--- src/rtl/iprt_pkg.sv ---
// Shared types and constants for the IPv4 route table lookup block.
`timescale 1ns / 1ps
package iprt_pkg;
    localparam int TABLE_DEPTH = 16;
    localparam int CNT_W = $clog2(TABLE_DEPTH + 1);
    localparam int QUEUE_DEPTH = 2;

    localparam logic [1:0] ACT_LOOKUP = 2'd0;
    localparam logic [1:0] ACT_ADD = 2'd1;
    localparam logic [1:0] ACT_DELETE = 2'd2;
    localparam logic [1:0] ACT_UNUSED = 2'd3;

    localparam logic [15:0] IPV4_TYPE = 16'h0800;
    localparam logic [31:0] ALL_ONES = 32'hFFFF_FFFF;
    localparam logic [31:0] ALL_ZEROS = 32'h0000_0000;

    localparam logic [2:0] CFG_LOCAL_MAC = 3'd0;
    localparam logic [2:0] CFG_LOCAL_IP_A = 3'd1;
    localparam logic [2:0] CFG_LOCAL_MASK_A = 3'd2;
    localparam logic [2:0] CFG_LOCAL_IP_B = 3'd3;
    localparam logic [2:0] CFG_LOCAL_MASK_B = 3'd4;

    localparam logic [3:0] ST_DIRECT = 4'd0;
    localparam logic [3:0] ST_GATEWAY = 4'd1;
    localparam logic [3:0] ST_NOROUTE = 4'd2;
    localparam logic [3:0] ST_LOCAL = 4'd3;
    localparam logic [3:0] ST_IGNORED = 4'd4;
    localparam logic [3:0] ST_ADDED = 4'd5;
    localparam logic [3:0] ST_UPDATED = 4'd6;
    localparam logic [3:0] ST_DELETED = 4'd7;
    localparam logic [3:0] ST_NOTFOUND = 4'd8;
    localparam logic [3:0] ST_PROTECTED = 4'd9;
    localparam logic [3:0] ST_FULL = 4'd10;

    typedef enum logic [1:0] {
        OP_LOOKUP,
        OP_ADD,
        OP_DELETE,
        OP_DONE
    } op_t;

    typedef struct packed {
        op_t         op;
        logic [3:0]  status;
        logic [31:0] dest;
        logic [31:0] mask;
        logic [31:0] gateway;
    } cmd_t;
endpackage

--- src/rtl/iprt_front.sv ---
// Front end: accepts words, applies the local filters and queues classified commands.
`timescale 1ns / 1ps
module iprt_front
    import iprt_pkg::*;
(
    input  logic        clk,
    input  logic        rst_n,
    input  logic        in_valid,
    output logic        in_ready,
    input  logic [1:0]  action,
    input  logic [31:0] dest_ip,
    input  logic [31:0] route_mask,
    input  logic [31:0] gateway_ip,
    input  logic [47:0] source_mac,
    input  logic [15:0] ether_type,
    input  logic [47:0] local_mac,
    input  logic [31:0] local_ip_a,
    input  logic [31:0] local_mask_a,
    input  logic [31:0] local_ip_b,
    input  logic [31:0] local_mask_b,
    output logic        cmd_valid,
    input  logic        cmd_ready,
    output cmd_t        cmd
);
    localparam int PTR_W = $clog2(QUEUE_DEPTH);
    localparam logic [PTR_W:0] CNT_QD = (PTR_W + 1)'(QUEUE_DEPTH);

    cmd_t             queue_reg [QUEUE_DEPTH];
    logic [PTR_W-1:0] wr_ptr_reg, wr_ptr_next;
    logic [PTR_W-1:0] rd_ptr_reg, rd_ptr_next;
    logic [PTR_W:0]   fill_reg, fill_next;
    cmd_t             cls;
    logic             push, pop;

    always_comb
    begin
        cls.dest = dest_ip;
        cls.mask = route_mask;
        cls.gateway = gateway_ip;
        cls.status = ST_IGNORED;
        cls.op = OP_DONE;
        case (action)
            ACT_LOOKUP:
            begin
                if (source_mac == local_mac || ether_type != IPV4_TYPE)
                begin
                    cls.status = ST_IGNORED;
                end
                else if (dest_ip == local_ip_a || dest_ip == local_ip_b
                         || (dest_ip & local_mask_a) == (ALL_ONES & local_mask_a)
                         || (dest_ip & local_mask_b) == (ALL_ONES & local_mask_b))
                begin
                    cls.status = ST_LOCAL;
                end
                else
                begin
                    cls.op = OP_LOOKUP;
                end
            end
            ACT_ADD:
            begin
                cls.op = OP_ADD;
            end
            ACT_DELETE:
            begin
                if (dest_ip == (local_ip_a & local_mask_a)
                    || dest_ip == (local_ip_b & local_mask_b))
                begin
                    cls.status = ST_PROTECTED;
                end
                else
                begin
                    cls.op = OP_DELETE;
                end
            end
            default:
            begin
                cls.status = ST_IGNORED;
            end
        endcase
    end

    assign in_ready = (fill_reg != CNT_QD);
    assign push = in_valid && in_ready;
    assign cmd_valid = (fill_reg != '0);
    assign pop = cmd_valid && cmd_ready;
    assign cmd = queue_reg[rd_ptr_reg];

    always_comb
    begin
        wr_ptr_next = push ? wr_ptr_reg + 1'b1 : wr_ptr_reg;
        rd_ptr_next = pop ? rd_ptr_reg + 1'b1 : rd_ptr_reg;
        fill_next = fill_reg + {{PTR_W{1'b0}}, push} - {{PTR_W{1'b0}}, pop};
    end

    always_ff @(posedge clk or negedge rst_n)
    begin
        if (!rst_n)
        begin
            wr_ptr_reg <= '0;
            rd_ptr_reg <= '0;
            fill_reg <= '0;
        end
        else
        begin
            wr_ptr_reg <= wr_ptr_next;
            rd_ptr_reg <= rd_ptr_next;
            fill_reg <= fill_next;
        end
    end

    always_ff @(posedge clk)
    begin
        if (push)
        begin
            queue_reg[wr_ptr_reg] <= cls;
        end
    end
endmodule

--- config.mk ---
export PLATFORM = sky130hd
export DESIGN_NAME = iprt_front
export DESIGN_NICKNAME = d
export VERILOG_FILES = /design/src/rtl/iprt_pkg.sv /design/src/rtl/iprt_front.sv
export SDC_FILE = /design/constraint.sdc
export NUM_CORES = 1
export LEC_CHECK = 0
export ABC_CLOCK_PERIOD_IN_PS = 9100
export BUFFER_PORTS_ARGS = -buffer_cell sky130_fd_sc_hd__buf_2
export CORE_AREA = 3 3 174 176
export CTS_BUF_LIST = sky130_fd_sc_hd__clkbuf_8
export DETAILED_ROUTE_END_ITERATION = 6
export DIE_AREA = 0 0 177 179
export HOLD_SLACK_MARGIN = 0.06
export SYNTH_ARGS = -nofsm -noshare
export SYNTH_HDL_FRONTEND = slang
export SYNTH_SLANG_ARGS = --single-unit
--- constraint.sdc ---
create_clock -name clk -period 9.1 [get_ports clk]
set_input_delay 0 -clock clk [delete_from_list [all_inputs] [get_ports clk]]
set_output_delay 0 -clock clk [all_outputs]
set_load 0.02 [all_outputs]
==> results.md, run 1 <==
* CP max FO at 69
* Hold Crit Class: in2reg
* Vias after detailed routing at 8,396
* Routed len/inst at 21.7 µm
* DR vias/cell at 5.00
* GRT overflow at 0
* Die X at 177 µm
* Share of cells above drive strength 1 at 47.4%
* CP Capture Type: flop
* VDD IR max at 0.151 mV
* Setup Crit Path Kind: reg2reg
* Most common flop cell mapped by yosys: edfxtp_1
* Max-slew headroom at 27.7%
* Final core occ at 50.3%
* Seq cells post-synth at 208
* CTS tree: built
* DR DRC count at 0
* Max clock buf depth at 3
* Site Rows at 62
* ANT nets after route at 0
* PostCTS Resize Cnt at 0
* Layout filler cell count at 2,565
* Setup Buffers After CTS at 0
* Worst-case clock skew at 0.0358 ns
* Final TNS setup at 0 ns
* H-tree depth at 2
* Drt initial violations at 682
* Max reg flops at 204
* Ports at 446
* Die Area at 31,700 µm²
* Cell variety after synth at 43
* CTS Sinks at 208
* Lkg Pwr at 5.85 nW
* R2R setup slack at 6.26 ns
* Final nets at 1,611
* DRT Pass-1 Iters at 5
* Endpoints failing setup at 0
* Clock Latency Late Sink at 0.53 ns
* Vias in the first global route at 8,855
* Total chip power at 0.00344 W
* Pin count of the biggest net entering global routing at 70
* Tmin final at 2.84 ns
* Synth Cell Area at 10,100 µm²
* Fmax at 353 MHz
* Drt total wl at 36.5 mm
* Syn avg cell area at 14.6 µm²
* Port Buf Inserts at 445
* Clk slew on worst S/H paths at 0.05 ns
* Synth Warn # at 0
* First-pass GRT wire length at 52.2 mm
* Crit share post-route at 31.2%
* Post-synthesis sequential area ratio at 61.7%
* Cts hold-fix bufs at 103
* Number of synthesized flops with an enable pin at 204
* Max_cap viols at 0
* Critical path arrival at 2.95 ns
* RSZ-0062 raised after global routing: false
* Outcome: finished clean
* Pwr dens at 238 nW/µm²
* Worst EP required at 9.21 ns
* Die H at 179 µm
* HPWL after detailed placement at 27.6 mm
* Syn nets at 1,034
* Worst-Margin Slew at 1.08 ns
* Core area at 28,800 µm²
* Antenna violations before repair at 6
* Global Route Usage Sum at 22.0%
* Pins Over Slew Limit at 0
* Synthesized instance count at 690
* Num CTS Buffers at 37
* Type of origin of the critical path: flop
* Synth-to-layout area growth at 43.5%
* Root buf cell: clkbuf_8
* Initial core utilization at 35.1%
* Routability congestion estimate at 0.962
* Count of final hold-check violations at 0
* Synth async-reset ratio at 1.92%
metal layers:
layer	share of wire [%]	vias to the layer above	global-route usage (%)	routed length, µm
li1	-	3840	-	-
met5	0.11	-	0	41
met2	48	447	37.2	17600
met3	8.6	96	5.78	3140
met4	3.7	6	8.64	1370
met1	39	4007	27.0	14300
final timing paths:
check	startpoint	end	cells past startpoint
worst max-delay path	fill_reg[0]	queue_reg[0][86]	4
worst min-delay path	ether_type[1]	queue_reg[0][97]	5
worst max register to register	fill_reg[0]	queue_reg[0][86]	4
worst min register to register	fill_reg[1]	fill_reg[1]	1
max in group asynchronous	rst_n	rd_ptr_reg	3
min in group asynchronous	rst_n	wr_ptr_reg	3
cell usage in the layout (no fill, tap or decap), types with 4 or more instances in the layout:
cell and count:
and2b_1 7, a2111oi_0 17, clkbuf_8 37, nand4_1 24, inv_2 7, nor2_1 5, nor2b_1 41, clkinv_2 4
buf_2 445, o22ai_1 30, a221oi_1 12, clkinv_1 10, xnor2_1 53, nor4_1 25, edfxtp_1 204, nand2_1 6
dlygate4sd3_1 103, a22o_1 12, xor2_1 66, mux2_2 102, a22oi_1 4, inv_1 35
critical path, stage by stage (launching register included):
cell,delay [ns]
dfrtp_1,0.36
nand2b_1,0.15
nand2_1,0.14
nor2_4,0.83
buf_4,0.86
power breakdown:
group	switching, W	total [W]	internal (W)
logic	0.000766	0.00128	0.000510
clock network	0.000371	0.000779	0.000408
registers	0.0000775	0.00139	0.00131
kinds of logic (layout without fill, tap and decap cells):
group                    count (synthesis)  count (layout)  share of synthesized area (%)
flip-flops                             208             208                           61.7
AND/OR/NAND/NOR                        128             128                           7.99
XOR/XNOR                               119             119                           10.3
multiplexers                           102             102                           11.4
AO/OA/AOI/OAI                           85              85                           6.70
buffers and inverters                   46             648                           1.71
adder cells (fa/ha/maj)                  2               2                          0.248
other                                    0               3                              0
stage by stage:
step           worst slack [ns]  cells  hold WS [ns]  area [µm²]
2_1_floorplan              3.53    690        -0.296       10100
3_3_place_gp               6.19   1509        -0.191       12800
3_5_place_dp               6.18   1509        -0.187       12800
4_1_cts                    6.17   1676         0.117       14500
5_1_grt                    5.98   1679         0.138       14500
6_report                   6.26   1679         0.129       14500
synthesized netlist by cell type, types with 3 or more instances:
| library cell | number | share of area [%] |
|---|---|---|
| buf_1 | 3 | 0.11 |
| edfxtp_1 | 204 | 61 |
| a221oi_1 | 12 | 1.0 |
| a22oi_1 | 4 | 0.30 |
| nor2b_1 | 41 | 2.5 |
| and2_1 | 3 | 0.19 |
| nand2_1 | 6 | 0.22 |
| inv_2 | 7 | 0.26 |
| nor4_1 | 25 | 1.5 |
| dfrtp_1 | 4 | 0.99 |
| nor2_1 | 6 | 0.22 |
| mux2_2 | 102 | 11 |
| xor2_1 | 66 | 5.7 |
| a22o_1 | 12 | 1.0 |
| clkbuf_1 | 10 | 0.37 |
| xnor2_1 | 53 | 4.6 |
| inv_1 | 26 | 0.97 |
| o22ai_1 | 30 | 1.9 |
| nand4_1 | 24 | 1.5 |
| and2b_1 | 7 | 0.52 |
| a2111oi_0 | 17 | 1.5 |
area by class of cell:
| cell class | instances | area, µm² | area share [%] |
|---|---|---|---|
| sequential | 208 | 6230 | 43.0 |
| multi-input combinational | 436 | 3710 | 25.6 |
| timing repair buffer | 551 | 3280 | 22.6 |
| clock buffer | 37 | 509 | 3.51 |
| tap | 384 | 480 | 3.32 |
| clock inverter | 27 | 144 | 0.993 |
| inverter | 33 | 124 | 0.855 |
| antenna | 3 | 7.51 | 0.0518 |
Power figures use the tool's default switching activity.
==> run 2, diff against run 1 <==
--- a/config.mk
+++ b/config.mk
@@ -5,12 +5,12 @@
 export SDC_FILE = /design/constraint.sdc
 export NUM_CORES = 1
 export LEC_CHECK = 0
-export ABC_CLOCK_PERIOD_IN_PS = 9100
+export ABC_CLOCK_PERIOD_IN_PS = 2600
 export BUFFER_PORTS_ARGS = -buffer_cell sky130_fd_sc_hd__buf_2
-export CORE_AREA = 3 3 174 176
+export CORE_AREA = 3 3 173 175
 export CTS_BUF_LIST = sky130_fd_sc_hd__clkbuf_8
 export DETAILED_ROUTE_END_ITERATION = 6
-export DIE_AREA = 0 0 177 179
+export DIE_AREA = 0 0 176 178
 export HOLD_SLACK_MARGIN = 0.06
 export SYNTH_ARGS = -nofsm -noshare
 export SYNTH_HDL_FRONTEND = slang
==> constraint.sdc (replaced) <==
create_clock -name clk -period 2.6 [get_ports clk]
set_input_delay 0 -clock clk [delete_from_list [all_inputs] [get_ports clk]]
set_output_delay 0 -clock clk [all_outputs]
set_load 0.02 [all_outputs]
==> run 2 against run 1 <==
Hold slack better by 0.018 ns. Largest power group is now combinational cells. Highest routed layer unchanged. Clock skew down 0.017 ns. Final area up 1.0%.
==> results.md, run 2 (same netlist as run 1, synthesis figures left out) <==
* Root buf cell: clkbuf_8
* Post-Layout Inst Area at 14,600 µm² (+1.0%)
* Sw frac at 35.1% (-0.21 points)
* Drt total wl at 37.9 mm (+3.8%)
* Antenna violations before repair at 7 (+1)
* Routed len/inst at 22.5 µm (+3.3%)
* Clk slew on worst S/H paths at 0.05 ns (about the same)
* Sw Pwr at 0.00426 W (+250%)
* Type of origin of the critical path: input port
* Lkg Pwr at 5.94 nW (+1.4%)
* Port Buf Inserts at 445 (unchanged)
* Total chip power at 0.0122 W (+250%)
* Endpoints failing setup at 0 (unchanged)
* Clock share of power at 22.0% (-0.6 points)
* Pwr dens at 831 nW/µm² (+250%)
* Routability congestion estimate at 0.978 (+1.7%)
* Core area at 28,600 µm² (-0.54%)
* Count of final hold-check violations at 0 (unchanged)
* Worst EP required at 2.94 ns (-6.27 ns)
* Ports at 446 (unchanged)
* Crit share post-route at 97.9%
* Seq pwr share at 39.0% (-1.3 points)
* DR DRC count at 0 (unchanged)
* H-tree depth at 2 (unchanged)
* Worst-Margin Slew at 0.843 ns (-0.239 ns)
* Pins Over Slew Limit at 0 (unchanged)
* GRT overflow at 0 (unchanged)
* DRT Pass-1 Iters at 5 (unchanged)
* Site Rows at 62 (unchanged)
* CP max FO at 5 (-93%)
* Area post-placement at 12,900 µm² (+1.2%)
* Layout filler cell count at 2,567 (+0.078%)
* Pint at 0.00790 W (+250%)
* RSZ-0062 raised after global routing: false
* Global Route Usage Sum at 22.8% (+0.78 points)
* CP Capture Type: flop
* Share of cells above drive strength 1 at 48.2% (+0.71 points)
* Drt initial violations at 658 (-3.5%)
* Die H at 178 µm (-0.56%)
* Final TNS setup at 0 ns (unchanged)
* Vias in the first global route at 8,681 (-2.0%)
* Setup Crit Path Kind: in2reg
* First-pass GRT wire length at 53.0 mm (+1.5%)
* Critical path arrival at 2.89 ns (-0.06 ns)
* Worst-case clock skew at 0.0186 ns (-0.0172 ns)
* ANT nets after route at 0 (unchanged)
* VDD IR max at 0.409 mV (+170%)
* CTS tree: built
* Die X at 176 µm (-0.56%)
* Max_cap viols at 0 (unchanged)
* Final core occ at 51.1% (+0.80 points)
* Clock Latency Late Sink at 0.50 ns (-0.03 ns)
* DR vias/cell at 5.03 (+0.66%)
* Final nets at 1,621 (+0.62%)
* Synth-to-layout area growth at 45.0%
* HPWL after detailed placement at 29.8 mm (+7.8%)
* Max clock buf depth at 3 (unchanged)
* Vias after detailed routing at 8,492 (+1.1%)
* Die Area at 31,300 µm² (-1.1%)
* Outcome: finished clean
* Most frequent cells in the layout: buf_2 (445), edfxtp_1 (204), dlygate4sd3_1 (103)
* Num CTS Buffers at 37 (unchanged)
* Commonest non-fill, non-tap cell in the layout: buf_2
* Hold Worst Slack at 0.147 ns (+0.0185 ns)
* Fmax at 393 MHz
* Pin count of the biggest net entering global routing at 62 (-11%)
* Max reg flops at 204 (unchanged)
* Logic pwr share at 39.0% (+2.0 points)
* CTS Sinks at 208 (unchanged)
* Max-slew headroom at 43.0% (+15 points)
* Hold Crit Class: in2reg
* Tmin final at 2.55 ns
* Initial core utilization at 35.3% (+0.19 points)
[run 2: cell count changes in the layout (fill, tap and decap cells not counted)]
cell,previous run,this run
a2111oi_0,17,12
a2111oi_1,0,4
a2111oi_2,0,1
buf_12,0,5
buf_4,3,8
clkinv_1,10,5
inv_1,35,38
nand2_1,6,5
nand2_2,0,1
nand2b_1,2,1
nand2b_4,0,1
[run 2: metal layers]
layer	wire, µm	up-vias	track usage, %	part of all wire, %
met5	46	-	0	0.12
met4	1390	8	9.30	3.7
met3	3340	89	6.39	8.8
met2	18600	473	38.5	49
met1	14500	4056	27.6	38
li1	-	3866	-	-
[run 2: worst paths after layout]
path	cells past startpoint	slack, ns	from	endpoint
worst min-delay path	5	0.15	ether_type[9]	queue_reg[1][97]
worst max-delay path	11	0.05	dest_ip[22]	queue_reg[1][101]
worst max register to register	7	0.78	fill_reg[1]	fill_reg[1]
min in group asynchronous	3	0.46	rst_n	fill_reg[1]
worst min register to register	1	0.53	fill_reg[0]	fill_reg[0]
max in group asynchronous	3	1.94	rst_n	rd_ptr_reg
[run 2: layout make-up]
class | instances | area (µm²) | share of cell area (%)
sequential | 208 | 6230 | 42.6
multi-input combinational | 436 | 3730 | 25.5
timing repair buffer | 561 | 3420 | 23.4
clock buffer | 37 | 509 | 3.48
tap | 384 | 480 | 3.28
clock inverter | 25 | 136 | 0.932
inverter | 33 | 124 | 0.846
antenna | 3 | 7.51 | 0.0513
[run 2: per-stage QoR]
stage	std cells	setup WS, ns
finish	1687	0.0540
global route	1686	0.00189
CTS	1684	0.128
detailed placement	1519	0.470
global placement	1519	0.467
floorplan	690	0.0298
[run 2: power groups by stage]
stage	clock network (W)	logic, W	registers (W)
6_report	0.00268	0.00475	0.00474
2_1_floorplan	0	0.00284	0.00479
5_1_grt	0.00295	0.00504	0.00480
4_1_cts	0.00279	0.00481	0.00474
3_5_place_dp	0	0.00466	0.00481
3_3_place_gp	0	0.00468	0.00477
[run 2: critical path, cell delays in order]
cell           delay, ns
dlygate4sd3_1       0.54
buf_2               0.18
inv_1               0.09
buf_4               0.16
a2111oi_0           0.52
nand4_1             0.23
o22ai_1             0.17
nor3_1              0.10
and2_1              0.18
o21bai_1            0.13
dlygate4sd3_1       0.60
[run 2: what timing repair did]
action                                  in CTS  in global routing
gates resized for setup                      0                  6
buffers inserted                             0                  0
hold buffers                               103                  0
endpoints found under the setup margin       0                  2
hold endpoints to repair                   215                  0
==> run 3, diff against run 2 <==
--- a/config.mk
+++ b/config.mk
@@ -5,12 +5,12 @@
 export SDC_FILE = /design/constraint.sdc
 export NUM_CORES = 1
 export LEC_CHECK = 0
-export ABC_CLOCK_PERIOD_IN_PS = 2600
+export ABC_CLOCK_PERIOD_IN_PS = 2800
 export BUFFER_PORTS_ARGS = -buffer_cell sky130_fd_sc_hd__buf_2
-export CORE_AREA = 3 3 173 175
+export CORE_AREA = 3 3 171 173
 export CTS_BUF_LIST = sky130_fd_sc_hd__clkbuf_8
 export DETAILED_ROUTE_END_ITERATION = 6
-export DIE_AREA = 0 0 176 178
+export DIE_AREA = 0 0 174 176
 export HOLD_SLACK_MARGIN = 0.06
 export SYNTH_ARGS = -nofsm -noshare
 export SYNTH_HDL_FRONTEND = slang
==> constraint.sdc (replaced) <==
create_clock -name clk -period 2.8 [get_ports clk]
set_input_delay 0 -clock clk [delete_from_list [all_inputs] [get_ports clk]]
set_output_delay 0 -clock clk [all_outputs]
set_load 0.02 [all_outputs]
==> run 3 against run 2 <==
Combinational power shrank 11%. Count of clock-buffer cells in the layout is 1 lower. Largest cell class unchanged. Largest power group is now sequential cells. Die area down 2.2%.
==> results.md, run 3 (same netlist as run 1, synthesis figures left out) <==
* VDD IR max at 0.674 mV (+65%)
* Crit path largest cell delay at 0.57 ns (-0.03 ns)
* Clk slew on worst S/H paths at 0.06 ns (about the same)
* Slowest stage cell on the critical path: dlygate4sd3_1
* Number of buffers and inverters on the critical path at 3 (-2)
* Area of the multi-input gates at 3710 µm² (-0.57%)
* Register area at 6230 µm² (unchanged)
* Worst-path cell chain: dlygate4sd3_1 > buf_2 > xor2_1 > nor4_1 > nand4_1 > nor2_1 > nor3_1 > and2_1 > o21bai_1 > dlygate4sd3_1
* Die X at 174 µm (-1.1%)
* CP max FO at 7 (+2)
* Pwr dens at 775 nW/µm² (-6.7%)
* ANT nets after route at 0 (unchanged)
* DR vias/cell at 5.03 (about the same)
* Commonest non-fill, non-tap cell in the layout: buf_2
* DR DRC count at 0 (unchanged)
* Hold path start: ether_type[1]
* Layout filler cell count at 2,533 (-1.3%)
* First-pass GRT wire length at 54.9 mm (+3.4%)
* Count of final hold-check violations at 0 (unchanged)
* Drt total wl at 38.1 mm (+0.63%)
* Most frequent cells in the layout: buf_2 (445), edfxtp_1 (204), dlygate4sd3_1 (103)
* Worst EP required at 3.17 ns (+0.23 ns)
* GRT overflow at 0 (unchanged)
* Pin count of the biggest net entering global routing at 102 (+65%)
* Initial core utilization at 36.3% (+1.1 points)
* Endpoints failing setup at 0 (unchanged)
* Antenna violations before repair at 5 (-2)
* Setup ws final at 0.298 ns (+0.244 ns)
* Crit path launch: dest_ip[18]
* Tmin final at 2.50 ns
* Final nets at 1,614 (-0.43%)
* CP Capture Type: flop
* Share of cells above drive strength 1 at 47.7% (-0.48 points)
* Routability congestion estimate at 0.982 (+0.44%)
* Core area at 27,800 µm² (-2.9%)
* Port Buf Inserts at 445 (unchanged)
* Synth-to-layout area growth at 43.9%
* Post-place setup slack at 0.495 ns (+0.0251 ns)
* Critical path arrival at 2.87 ns (-0.02 ns)
* Max-slew headroom at 54.0% (+11 points)
* Setup Crit Path Kind: in2reg
* CTS Sinks at 208 (unchanged)
* Root buf cell: clkbuf_8
* Worst-Margin Slew at 0.689 ns (-0.154 ns)
* Die Area at 30,600 µm² (-2.2%)
* Vias after detailed routing at 8,422 (-0.82%)
* CTS tree: built
* Hold Worst Slack at 0.175 ns (+0.0275 ns)
* Worst-case clock skew at 0.0162 ns (-0.00244 ns)
* Max reg flops at 204 (unchanged)
* Site Rows at 61 (-1.6%)
* Outcome: finished clean
* HPWL after detailed placement at 29.4 mm (-1.3%)
* Crit share post-route at 89.4%
* Lkg Pwr at 5.88 nW (-0.97%)
* Die H at 176 µm (-1.1%)
* Max clock buf depth at 3 (unchanged)
* Top delay family on crit path: buffers and inverters
* Max_cap viols at 0 (unchanged)
* Critical path's most frequent cell: dlygate4sd3_1
* Pins Over Slew Limit at 0 (unchanged)
* Hold Crit Class: in2reg
* Global Route Usage Sum at 23.9% (+1.0 points)
* Vias in the first global route at 8,969 (+3.3%)
* Final TNS setup at 0 ns (unchanged)
* Drt initial violations at 455 (-31%)
* H-tree depth at 2 (unchanged)
* RSZ-0062 raised after global routing: false
* Clock Latency Late Sink at 0.51 ns (about the same)
* Type of origin of the critical path: input port
* Total chip power at 0.0113 W (-7.4%)
* Routed len/inst at 22.8 µm (+1.5%)
* DRT Pass-1 Iters at 5 (unchanged)
* Fmax at 400 MHz
* Ports at 446 (unchanged)
* Num CTS Buffers at 36 (-2.7%)
* R2r startpoint: fill_reg[1]
* Final core occ at 52.3% (+1.2 points)
==> run 3: cell type report <==
| type | count | area share, % |
|---|---|---|
| flip-flops and latches | 208 | 42.9 |
| clock buffers | 36 | 3.41 |
| diodes | 3 | 0.0517 |
| well taps | 378 | 3.25 |
| multi-input cells | 436 | 25.5 |
| clock inverters | 24 | 0.964 |
| repair buffers | 555 | 23.0 |
| inverters | 33 | 0.852 |
==> run 3: worst paths after layout <==
kind | endpoint | slack (ns) | cells past startpoint
min reg2reg | fill_reg[1] | 0.51 | 1
max reg2reg | fill_reg[1] | 1.04 | 7
min in group asynchronous | fill_reg[0] | 0.38 | 3
min | queue_reg[0][97] | 0.17 | 5
max | queue_reg[0][101] | 0.30 | 10
max in group asynchronous | rd_ptr_reg | 2.23 | 3
==> run 3: metrics by stage <==
step	instances	instance area, µm²
2_1_floorplan	690	10100
3_3_place_gp	1507	12900
3_5_place_dp	1507	12900
4_1_cts	1670	14500
5_1_grt	1670	14500
6_report	1673	14500
==> run 3: power breakdown <==
part | switching (W) | internal, W
Sequential | 0.000280 | 0.00425
Combinational | 0.00251 | 0.00173
Clock | 0.00119 | 0.00130
Total | 0.00398 | 0.00728
==> run 3: worst min-delay path, cell delays in order <==
cell     delay, ns
buf_2         0.08
nor4b_1       0.04
nand4_1       0.10
a31oi_1       0.07
and3b_1       0.20
==> run 3: routing by layer <==
| metal | vias to the layer above | GRT usage (%) | wire, µm | part of all wire [%] |
|---|---|---|---|---|
| met5 | - | 0 | 27 | 0.071 |
| met1 | 4054 | 28.9 | 14800 | 39 |
| met3 | 80 | 6.22 | 3120 | 8.2 |
| met4 | 4 | 8.41 | 1210 | 3.2 |
| li1 | 3853 | - | - | - |
| met2 | 431 | 41.3 | 19000 | 50 |
==> run 3: repair_timing <==
action / CTS / global route
hold endpoints to repair: 211 / 0
setup buffers: 0 / 0
hold buffers: 103 / 0
gates resized for setup: 0 / 0
